### src/design/dq_pkg.sv
// shared types, constants and index helpers for the double-ended queue
package dq_pkg;

  // store geometry
  localparam int unsigned Depth = 16;
  localparam int unsigned IdxW  = $clog2(Depth);
  localparam int unsigned CntW  = $clog2(Depth + 1);
  localparam int unsigned SumW  = CntW + 1;
  localparam int unsigned DataW = 32;
  localparam int unsigned CmdW  = 3;
  localparam int unsigned StatW = 2;

  // command codes
  typedef enum logic [CmdW-1:0] {
    CmdNone      = 3'd0,
    CmdPushFront = 3'd1,
    CmdPushBack  = 3'd2,
    CmdPopFront  = 3'd3,
    CmdPopBack   = 3'd4,
    CmdClear     = 3'd5
  } cmd_e;

  // status codes
  typedef enum logic [StatW-1:0] {
    StatOk    = 2'd0,
    StatFull  = 2'd1,
    StatEmpty = 2'd2
  } status_e;

  typedef logic [IdxW-1:0] idx_t;
  typedef logic [CntW-1:0] cnt_t;

  // (idx + cnt) mod Depth, valid for idx < Depth and cnt < 2*Depth - idx
  function automatic idx_t wrap_add(idx_t idx, cnt_t cnt);
    logic [SumW-1:0] sum;
    sum = SumW'(idx) + SumW'(cnt);
    if (sum >= SumW'(Depth)) begin
      sum = sum - SumW'(Depth);
    end
    return idx_t'(sum);
  endfunction

  // idx + 1 mod Depth
  function automatic idx_t idx_inc(idx_t idx);
    return (idx == idx_t'(Depth - 1)) ? '0 : idx + idx_t'(1);
  endfunction

  // idx - 1 mod Depth
  function automatic idx_t idx_dec(idx_t idx);
    return (idx == '0) ? idx_t'(Depth - 1) : idx - idx_t'(1);
  endfunction

endpackage

### src/design/dq_ram.sv
// generic ram: one write port, two registered read ports
module dq_ram #(
  parameter int unsigned Width = 32,
  parameter int unsigned Depth = 16
) (
  input  logic                     clk_i,
  input  logic                     we_i,
  input  logic [$clog2(Depth)-1:0] waddr_i,
  input  logic [Width-1:0]         wdata_i,
  input  logic                     re_i,
  input  logic [$clog2(Depth)-1:0] raddr_a_i,
  input  logic [$clog2(Depth)-1:0] raddr_b_i,
  output logic [Width-1:0]         rdata_a_o,
  output logic [Width-1:0]         rdata_b_o
);

  logic [Width-1:0] mem_q [Depth];

  // write port
  always_ff @(posedge clk_i) begin
    if (we_i) begin
      mem_q[waddr_i] <= wdata_i;
    end
  end

  // read ports, old data on a same-address write
  always_ff @(posedge clk_i) begin
    if (re_i) begin
      rdata_a_o <= mem_q[raddr_a_i];
      rdata_b_o <= mem_q[raddr_b_i];
    end
  end

endmodule

### src/design/double_ended_queue_core.sv
// double-ended queue: ring store in ram, head and count in registers
// the ram read and the payload are registered when an item is accepted; the output
// register loads the result in the load state once free, which holds off new items
// the next item is accepted while a result waits in the output register
// reset: head, count, state and output valid clear at once; the store is not cleared,
// entries outside the held range never reach the outputs
module double_ended_queue_core (
  input  logic                              clk_i,
  input  logic                              rst_ni,
  input  logic                              in_valid_i,
  output logic                              in_ready_o,
  input  logic [dq_pkg::CmdW-1:0]           command_i,
  input  logic signed [dq_pkg::DataW-1:0]   value_i,
  output logic                              out_valid_o,
  input  logic                              out_ready_i,
  output logic signed [dq_pkg::DataW-1:0]   front_value_o,
  output logic signed [dq_pkg::DataW-1:0]   back_value_o,
  output logic                              is_empty_o,
  output logic [dq_pkg::CntW-1:0]           occupancy_o,
  output logic [dq_pkg::StatW-1:0]          status_o
);
  import dq_pkg::*;

  typedef enum logic [1:0] {
    StIdle = 2'b01,
    StLoad = 2'b10
  } state_e;

  state_e     state_q, state_d;
  idx_t       head_q, head_d;
  cnt_t       count_q, count_d;
  status_e    stat_q, stat_d;
  logic       fwd_front_q, fwd_back_q;
  logic [DataW-1:0] fwd_data_q;

  logic       out_valid_q;
  logic [DataW-1:0] front_q, back_q;
  logic       empty_q;
  cnt_t       occ_q;
  status_e    out_stat_q;

  logic       accept;
  logic       out_free;
  logic       we;
  idx_t       waddr;
  idx_t       front_addr, back_addr;
  logic [DataW-1:0] rdata_a, rdata_b;
  cmd_e       cmd;

  assign accept   = in_valid_i && in_ready_o;
  assign out_free = !out_valid_q || out_ready_i;
  assign cmd      = cmd_e'(command_i);

  // command decode: next head, count, status and the store write
  always_comb begin
    head_d  = head_q;
    count_d = count_q;
    stat_d  = StatOk;
    we      = 1'b0;
    waddr   = head_q;
    case (cmd)
      CmdPushFront: begin
        if (count_q == cnt_t'(Depth)) begin
          stat_d = StatFull;
        end else begin
          head_d  = idx_dec(head_q);
          waddr   = head_d;
          we      = accept;
          count_d = count_q + cnt_t'(1);
        end
      end
      CmdPushBack: begin
        if (count_q == cnt_t'(Depth)) begin
          stat_d = StatFull;
        end else begin
          waddr   = wrap_add(head_q, count_q);
          we      = accept;
          count_d = count_q + cnt_t'(1);
        end
      end
      CmdPopFront: begin
        if (count_q == '0) begin
          stat_d = StatEmpty;
        end else begin
          head_d  = idx_inc(head_q);
          count_d = count_q - cnt_t'(1);
        end
      end
      CmdPopBack: begin
        if (count_q == '0) begin
          stat_d = StatEmpty;
        end else begin
          count_d = count_q - cnt_t'(1);
        end
      end
      CmdClear: begin
        head_d  = '0;
        count_d = '0;
      end
      default: begin
      end
    endcase
  end

  // read addresses of the new front and back, junk when empty
  assign front_addr = head_d;
  assign back_addr  = wrap_add(head_d, count_d - cnt_t'(1));

  dq_ram #(
    .Width(DataW),
    .Depth(Depth)
  ) u_store (
    .clk_i    (clk_i),
    .we_i     (we),
    .waddr_i  (waddr),
    .wdata_i  (value_i),
    .re_i     (accept),
    .raddr_a_i(front_addr),
    .raddr_b_i(back_addr),
    .rdata_a_o(rdata_a),
    .rdata_b_o(rdata_b)
  );

  // sequencer
  always_comb begin
    state_d = state_q;
    unique case (state_q)
      StIdle: begin
        if (accept) begin
          state_d = StLoad;
        end
      end
      StLoad: begin
        if (out_free) begin
          state_d = StIdle;
        end
      end
      default: state_d = StIdle;
    endcase
  end

  assign in_ready_o = (state_q == StIdle);

  // control state
  always_ff @(posedge clk_i or negedge rst_ni) begin
    if (!rst_ni) begin
      state_q <= StIdle;
      head_q  <= '0;
      count_q <= '0;
    end else begin
      state_q <= state_d;
      if (accept) begin
        head_q  <= head_d;
        count_q <= count_d;
      end
    end
  end

  // per-item payload, with forwarding of a write that aliases a read
  always_ff @(posedge clk_i) begin
    if (accept) begin
      stat_q      <= stat_d;
      fwd_front_q <= we && (waddr == front_addr);
      fwd_back_q  <= we && (waddr == back_addr);
      fwd_data_q  <= value_i;
    end
  end

  // output register
  always_ff @(posedge clk_i or negedge rst_ni) begin
    if (!rst_ni) begin
      out_valid_q <= 1'b0;
    end else if (state_q == StLoad && out_free) begin
      out_valid_q <= 1'b1;
    end else if (out_ready_i) begin
      out_valid_q <= 1'b0;
    end
  end

  always_ff @(posedge clk_i) begin
    if (state_q == StLoad && out_free) begin
      empty_q    <= (count_q == '0);
      occ_q      <= count_q;
      out_stat_q <= stat_q;
      if (count_q == '0) begin
        front_q <= '0;
        back_q  <= '0;
      end else begin
        front_q <= fwd_front_q ? fwd_data_q : rdata_a;
        back_q  <= fwd_back_q ? fwd_data_q : rdata_b;
      end
    end
  end

  assign out_valid_o   = out_valid_q;
  assign front_value_o = front_q;
  assign back_value_o  = back_q;
  assign is_empty_o    = empty_q;
  assign occupancy_o   = occ_q;
  assign status_o      = out_stat_q;

  // checks
  a_count_bound: assert property (@(posedge clk_i) disable iff (!rst_ni)
    count_q <= cnt_t'(Depth))
    else $error("count exceeds depth");

  a_accept_load: assert property (@(posedge clk_i) disable iff (!rst_ni)
    accept |=> state_q == StLoad)
    else $error("accepted item did not start a load");

  a_result_source: assert property (@(posedge clk_i) disable iff (!rst_ni)
    $rose(out_valid_o) |-> $past(state_q == StLoad))
    else $error("result appeared without a load");

  a_empty_match: assert property (@(posedge clk_i) disable iff (!rst_ni)
    out_valid_o |-> (is_empty_o == (occupancy_o == '0)))
    else $error("empty flag disagrees with occupancy");

  a_empty_zero: assert property (@(posedge clk_i) disable iff (!rst_ni)
    (out_valid_o && is_empty_o) |-> (front_value_o == '0 && back_value_o == '0))
    else $error("empty result carries data");

endmodule

### config.mk
export PLATFORM = sky130hd
export DESIGN_NAME = double_ended_queue_core
export DESIGN_NICKNAME = d
export VERILOG_FILES = /design/src/design/dq_pkg.sv /design/src/design/dq_ram.sv /design/src/design/double_ended_queue_core.sv
export SDC_FILE = /design/constraint.sdc
export NUM_CORES = 1
export LEC_CHECK = 0
export ABC_CLOCK_PERIOD_IN_PS = 8900
export BUFFER_PORTS_ARGS = -buffer_cell sky130_fd_sc_hd__buf_2
export CAP_MARGIN = 20
export CORE_ASPECT_RATIO = 0.75
export CORE_MARGIN = 2
export CORE_UTILIZATION = 66
export DETAILED_ROUTE_END_ITERATION = 12
export PLACE_DENSITY_LB_ADDON = 0.3
export SLEW_MARGIN = 20
export SYNTH_ARGS = -nofsm -noshare
export SYNTH_HDL_FRONTEND = slang
export SYNTH_SLANG_ARGS = --single-unit
export TNS_END_PERCENT = 50
### constraint.sdc
create_clock -name clk_i -period 8.9 [get_ports clk_i]
set_input_delay 1.78 -clock clk_i [delete_from_list [all_inputs] [get_ports clk_i]]
set_output_delay 1.78 -clock clk_i [all_outputs]
set_load 0.01 [all_outputs]
* Word level (Yosys, flattened, before mapping)
Memories as Yosys holds them, arrays and structs flattened. A register that Yosys moved wholly into a read port is not among the register bits. Cells that the tools add are included.
Storage, ports and cells: memories kept 1, input port bits 39, register bits after elaboration 120, output and inout port bits 74, RAM bits 512
Operators by class: reductions and logical operators 12, equality and inequality tests 13, $add $sub $neg 9, $lt $le $gt $ge 2, multiplexer cells 26
Memory list:
- u_store.mem_q | words 16, width 32, read ports 2, clocked after Yosys merged registers in 2, wr ports 1, line dq_ram.sv:17 | logic [Width-1:0] mem_q [Depth];
Operators by type and width (number):
- $mux 32 | 2
- $mux 4 | 7
- $pmux 5 s3 | 1
- $add 4x5->6 | 2
- $ge 6x5->1 const B | 2
- $pmux 4 s3 | 1
- $sub 4x1->4 const B | 3
- $mux 5 | 2
- $sub 5x1->5 const B | 2
- $eq 4x4->1 | 2
- $pmux 2 s2 | 2
- $pmux 4 s2 | 1
- $mux 1 | 7
- $eq 3x2->1 const B | 2
- $eq 3x3->1 const B | 2
- $mux 2 | 3
- $add 5x1->5 const B | 1
- $eq 5x5->1 const B | 1
- $logic_not 5->1 | 1
- $add 4x1->4 const B | 1
- $eq 4x4->1 const B | 1
- $logic_and 1x1->1 | 4
- $logic_not 4->1 | 1
- $reduce_or 2->1 | 2
- other kinds (9) | 9

* Longest topological paths before layout
depth after elaboration 9, mapped depth 21, depth with buffers taken out 15

* Modules after synthesis
A second synthesis with hierarchy kept.
Second synthesis, totals: cells, all modules 1644, area, all modules 30868.4 µm²
By module, submodules not included:
- dq_ram | area each 24828.8 µm², times used 1, cells an instance 1141
- double_ended_queue_core | area each 6039.5 µm², times used 1, cells an instance 503

* Least setup slack after synthesis
Ideal clock, no wire load.
path kind input to register, start input port command_i[2] (netlist bit), end register u_store.rdata_b_o[12], read port of u_store.mem_q (data pin), cell stages on the path 14, path buffers 6, slack 2.589 ns, arrival 6.038 ns, library setup time 0.273 ns, path through clkbuf_1 nor3_1 a21oi_1 a2bb2oi_4 buf_4 inv_1 buf_2 buf_2 ha_1 fa_1 buf_1 clkbuf_1 mux4_2 mux4_1
On the way: elaborated cells on any way between the ends 14, those cells by class add/sub: 3; order compare: 1; eq/ne: 5; mux: 3; reduce/logical: 2
RTL lines:
- start: declaration | line double_ended_queue_core.sv:12 | input logic [dq_pkg::CmdW-1:0] command_i,
- $eq 3x3->1, or another cell as far along | line double_ended_queue_core.sv:61 | case (cmd)
- $pmux 4 s3 * | line double_ended_queue_core.sv:61
- net front_addr[0] | line double_ended_queue_core.sv:46 | idx_t front_addr, back_addr;
- $add 4x5->6 * | line dq_pkg.sv:36 | sum = SumW'(idx) + SumW'(cnt);
- $ge 6x5->1 or $sub 4x1->4 (tied branches) | line dq_pkg.sv:37, dq_pkg.sv:38
- $mux 4 * | line dq_pkg.sv:37 | if (sum >= SumW'(Depth)) begin
- end: declaration | line dq_ram.sv:14 | output logic [Width-1:0] rdata_b_o
Mark *: on every way through the listed nets, which the timed path passes. The rest lies on a longest branch. A chain may end at the register's enable or synchronous reset.

* Worst setup path after layout
start register count_q[1], end register u_store.rdata_b_o[14], read port of u_store.mem_q (data pin)
On the way: longest elaborated chain between the ends 7, elaborated cells on any way between the ends 15, those cells by class add/sub: 5; order compare: 1; eq/ne: 1; mux: 7; reduce/logical: 1
RTL lines:
- start: declaration | line double_ended_queue_core.sv:31 | cnt_t count_q, count_d;
- start signal: assignment | line double_ended_queue_core.sv:154 | count_q <= count_d;
- $sub 5x1->5, or another cell as far along | line double_ended_queue_core.sv:86, double_ended_queue_core.sv:93
- $mux 5, on equally long branches
- $pmux 5 s3 | line double_ended_queue_core.sv:61
- $sub 5x1->5 | line double_ended_queue_core.sv:107 | assign back_addr = wrap_add(head_d, count_d - cnt_t'(1));
- $add 4x5->6 * | line dq_pkg.sv:36
- $ge 6x5->1 or $sub 4x1->4 (tied branches) | line dq_pkg.sv:37, dq_pkg.sv:38
- $mux 4 * | line dq_pkg.sv:37
Every way passes the cells marked *; elsewhere a longest branch is shown, timed or not.

==> impl_metrics.py <==
metrics = {
    "place": {
        "port_buffer_count": 112,
        "dp_hpwl_um": 41500,
        "gp_congestion": 0.889,
    },
    "timing": {
        "finalMaxSlewViolations": 0,
        "hold_viol_final": 0,
        "final_min_period_over_clock_period_pct": 78.9,
        "finalWorstPathRequiredPeriod_ps": 7020,
        "relSlewSlack_pct": 24.3,
        "rsz_0062_raised_after_global_routing": "false",
        "fin_setup_tns_ps": 0,
        "fmax_ghz": 0.142,
        "setup_violations": 0,
        "skew_ps": 14.5,
        "timing_worst_slew_pin_value_ps": 1130,
    },
    "pwr": {
        "vdd.ir_drop.worst_mv": 0.512,
        "static_power_due_to_leakage_nw": 12.3,
        "report.power.total_w": 0.0144,
        "power-per-cell-area_nw_per_um2": 407,
    },
    "setup_path": {
        "cp_data_arrival_time_ps": 7360,
        "setup.worst_path.end_class": "flop",
        "cp.buffers_inverters": 5,
        "largest_stage_delay_on_the_critical_path_ps": 1430,
        "rr_endpoint": "u_store.rdata_b_o[14]",
        "crit_chain": "inv_1 -> ha_1 -> or4b_1 -> inv_4 -> o41ai_1 -> a2bb2oi_4 -> buf_4 -> inv_2 -> ha_4 -> fa_4 -> buf_4 -> mux4_2 -> mux4_1",
        "worst_setup_path_startpoint": "count_q[1]",
        "critPathMaxFanout": 74,
        "setup_slack_of_the_most_critical_reg_to_reg_path_ps": 1880,
        "number_of_cells_on_the_worst_reg_to_reg_path": 13,
        "crit_path_frequent_cell": "sky130_fd_sc_hd__buf_4",
        "setup.worst_path.class": "reg -> reg",
        "reg2reg_from": "count_q[1]",
        "critical_path.top_delay_family": "buffers and inverters",
        "worst_setup_path_endpoint": "u_store.rdata_b_o[14]",
        "timing.critical_path.depth": 13,
        "cp.required_ps": 9240,
        "critPathLaunchType": "flop",
        "critical-path-slowest-cell": "sky130_fd_sc_hd__fa_4",
    },
    "yosys": {
        "synth.distinct_cells": 70,
        "synth-seq-area-share_pct": 65.3,
        "synth.area.top_cells": "sky130_fd_sc_hd__edfxtp_1 64%, sky130_fd_sc_hd__mux4_2 9.2%, sky130_fd_sc_hd__mux2i_1 6.0%, sky130_fd_sc_hd__mux4_1 2.5%, sky130_fd_sc_hd__mux2_2 2.3%",
        "netlist.area_leader.share_pct": 64.3,
        "synth-edff-count": 684,
        "synthesis.nets": 1987,
        "syn_area_um2": 31900,
        "primary_ff_master_synth": "sky130_fd_sc_hd__edfxtp_1",
        "syn-mean-instance-area_um2": 16.5,
        "ys.warnings.count": 0,
        "synth.ff_latch_count": 696,
        "async_flop_share_pct": 1.72,
        "netlist_instances": 1935,
        "yosysTopAreaCell": "sky130_fd_sc_hd__edfxtp_1",
    },
    "final_layout": {
        "flow.area_growth_from_synthesis_pct": 10.6,
        "final_net_count": 2065,
        "post_route_cells_drive_above_1_share_pct": 23.2,
    },
    "detailed_routing": {
        "wl_um": 78700,
        "detail_routed_net_length_per_standard_cell_um": 29.1,
        "number_of_routed_nets_with_antenna_violations": 0,
        "route.detailed.vias_per_inst": 7.09,
        "dr_total_vias": 19163,
        "drc": 0,
        "drt_first_pass_iters": 6,
        "dr.first_iter.drc_count": 2523,
    },
    "floorplan": {
        "fp.dieH_um": 194,
        "initial_utilization_pct": 67.1,
        "die_w_um": 258,
        "die_area_um2": 50200,
        "area_of_the_core_region_um2": 47600,
        "top_level_pins": 113,
        "placement_rows": 69,
    },
    "grt": {
        "grt_max_degree": 187,
        "total_grt_overflow": 0,
        "number_of_global_route_vias_before_repair": 19284,
        "antenna_found_initial": 5,
        "global_route_wire_length_before_repair_um": 117000,
        "globalRouteTotalUtil_pct": 31.8,
    },
    "job": {
        "drv_cap": 0,
    },
    "cts": {
        "clock-sinks": 696,
        "worstSkewPairLatency_ps": 600,
        "number_of_cts_inserted_buffers": 68,
        "cts_hold_buffers": 0,
        "cts_buffer_depth": 3,
        "clk_pin_slew_ps": 70,
        "root_buffer": "sky130_fd_sc_hd__clkbuf_16",
        "tritoncts": "built",
        "post-cts-setup-buffer-count": 0,
        "cts_resized": 0,
        "htree_levels": 3,
    },
    "status": {
        "run_status": "finished, final reports clean",
    },
    "hold_path": {
        "hold_class": "reg -> reg",
    },
}
[flip-flops by register name, indices dropped and copies added (netlist names), named ones only]
register and cells:
head_q 4, state_q 2, u_store.mem_q 512, u_store.rdata_b_o 32
fwd_data_q 32, count_q 4, u_store.rdata_a_o 32, fwd_back_q 1
out_valid_o 1, fwd_front_q 1, stat_q 2, back_value_o 32
status_o 2, occupancy_o 5, front_value_o 32, is_empty_o 1
[report_power, final]
part,switching [W],internal (W)
Clock,0.00119,0.00171
Combinational,0.00361,0.00360
Sequential,0.000128,0.00414
Total,0.00493,0.00945
[per-stage QoR]
stage / setup WS [ps] / instances / utilization [%] / area [um^2] / hold slack (ps)
global placement: 1890 / 2582 / 69.6 / 33100 / 403
detailed placement: 1720 / 2582 / 69.6 / 33100 / 418
global route: 1430 / 2701 / 74.3 / 35300 / 437
CTS: 1800 / 2700 / 74.3 / 35300 / 433
floorplan: 2590 / 1935 / - / 31900 / 400
finish: 1880 / 2703 / 74.3 / 35300 / 430
[cell type report]
class / count / area [um^2]
diodes: 3 / 7.51
multi-input cells: 1079 / 10500
fillers: 2715 / 12200
well taps: 639 / 800
clock buffers: 80 / 1810
clock inverters: 38 / 402
flip-flops and latches: 696 / 20800
repair buffers: 149 / 876
inverters: 19 / 76.3
[cell usage after synthesis, types with 2 or more instances]
library cell               instances
sky130_fd_sc_hd__mux2_2           65
sky130_fd_sc_hd__nor2_1           93
sky130_fd_sc_hd__mux4_2          130
sky130_fd_sc_hd__a21oi_1          13
sky130_fd_sc_hd__nor3_1           12
sky130_fd_sc_hd__xor2_1            7
sky130_fd_sc_hd__mux2i_1         193
sky130_fd_sc_hd__a31oi_1          71
sky130_fd_sc_hd__a221o_1          32
sky130_fd_sc_hd__inv_1            17
sky130_fd_sc_hd__nand2_1         158
sky130_fd_sc_hd__or3b_2            2
sky130_fd_sc_hd__xnor2_1           7
sky130_fd_sc_hd__a211oi_1         66
sky130_fd_sc_hd__nor2b_1          68
sky130_fd_sc_hd__nand2b_1          6
sky130_fd_sc_hd__edfxtp_1        684
sky130_fd_sc_hd__o32ai_1           2
sky130_fd_sc_hd__o31ai_1           2
sky130_fd_sc_hd__buf_2            46
sky130_fd_sc_hd__buf_4            15
sky130_fd_sc_hd__buf_1             8
sky130_fd_sc_hd__and3_1            2
sky130_fd_sc_hd__o21ai_0          18
sky130_fd_sc_hd__dfrtp_1          11
sky130_fd_sc_hd__nand3b_1          2
sky130_fd_sc_hd__o22ai_1          37
sky130_fd_sc_hd__clkbuf_1         67
sky130_fd_sc_hd__mux4_1           30
sky130_fd_sc_hd__a32o_1            2
sky130_fd_sc_hd__nand3_1          12
sky130_fd_sc_hd__fa_1              2
sky130_fd_sc_hd__buf_6             4
sky130_fd_sc_hd__a21o_1            3
sky130_fd_sc_hd__ha_1             11
sky130_fd_sc_hd__o21ai_1           3
[cells by family (layout without fill, tap and decap cells)]
logic type	after synthesis	count (layout)	synth area share [%]
multiplexers	418	418	20.0
other	0	3	0
AND/OR/NAND/NOR	364	364	5.16
flip-flops	696	696	65.3
AO/OA/AOI/OAI	268	268	6.14
buffers and inverters	160	286	2.39
adder cells (fa/ha/maj)	13	13	0.556
XOR/XNOR	16	16	0.509
[cell usage in the layout (no fill, tap or decap), drive strengths merged, types with 12 or more instances in the layout]
cell / count
mux2: 65
inv: 20
clkinv: 27
a21oi: 14
a211oi: 66
nor2b: 68
a31oi: 72
edfxtp: 684
a221o: 32
mux2i: 193
nand3: 12
buf: 149
mux4: 160
o22ai: 37
o21ai: 22
nand2: 158
nor2: 93
nor3: 13
clkbuf: 80
[per-layer routing]
metal / vias up / global-route usage [%] / wire [um]
met5: - / 0 / 27
met4: 4 / 11.5 / 2660
met3: 220 / 7.93 / 9300
met2: 1351 / 49.4 / 37300
met1: 9635 / 44.6 / 29300
li1: 7953 / - / -
[worst min path at each step]
| stage | from | endpoint | slack, ps | cells past startpoint |
|---|---|---|---|---|
| after floorplan | stat_q[0] | status_o[0] | 400 | 0 |
| after global placement | stat_q[0] | status_o[0] | 400 | 0 |
| after detailed placement | stat_q[1] | status_o[1] | 420 | 0 |
| after CTS | stat_q[1] | status_o[1] | 430 | 0 |
| after global routing | stat_q[1] | status_o[1] | 440 | 0 |
| final | stat_q[1] | status_o[1] | 430 | 0 |
Power figures use the tool's default switching activity.
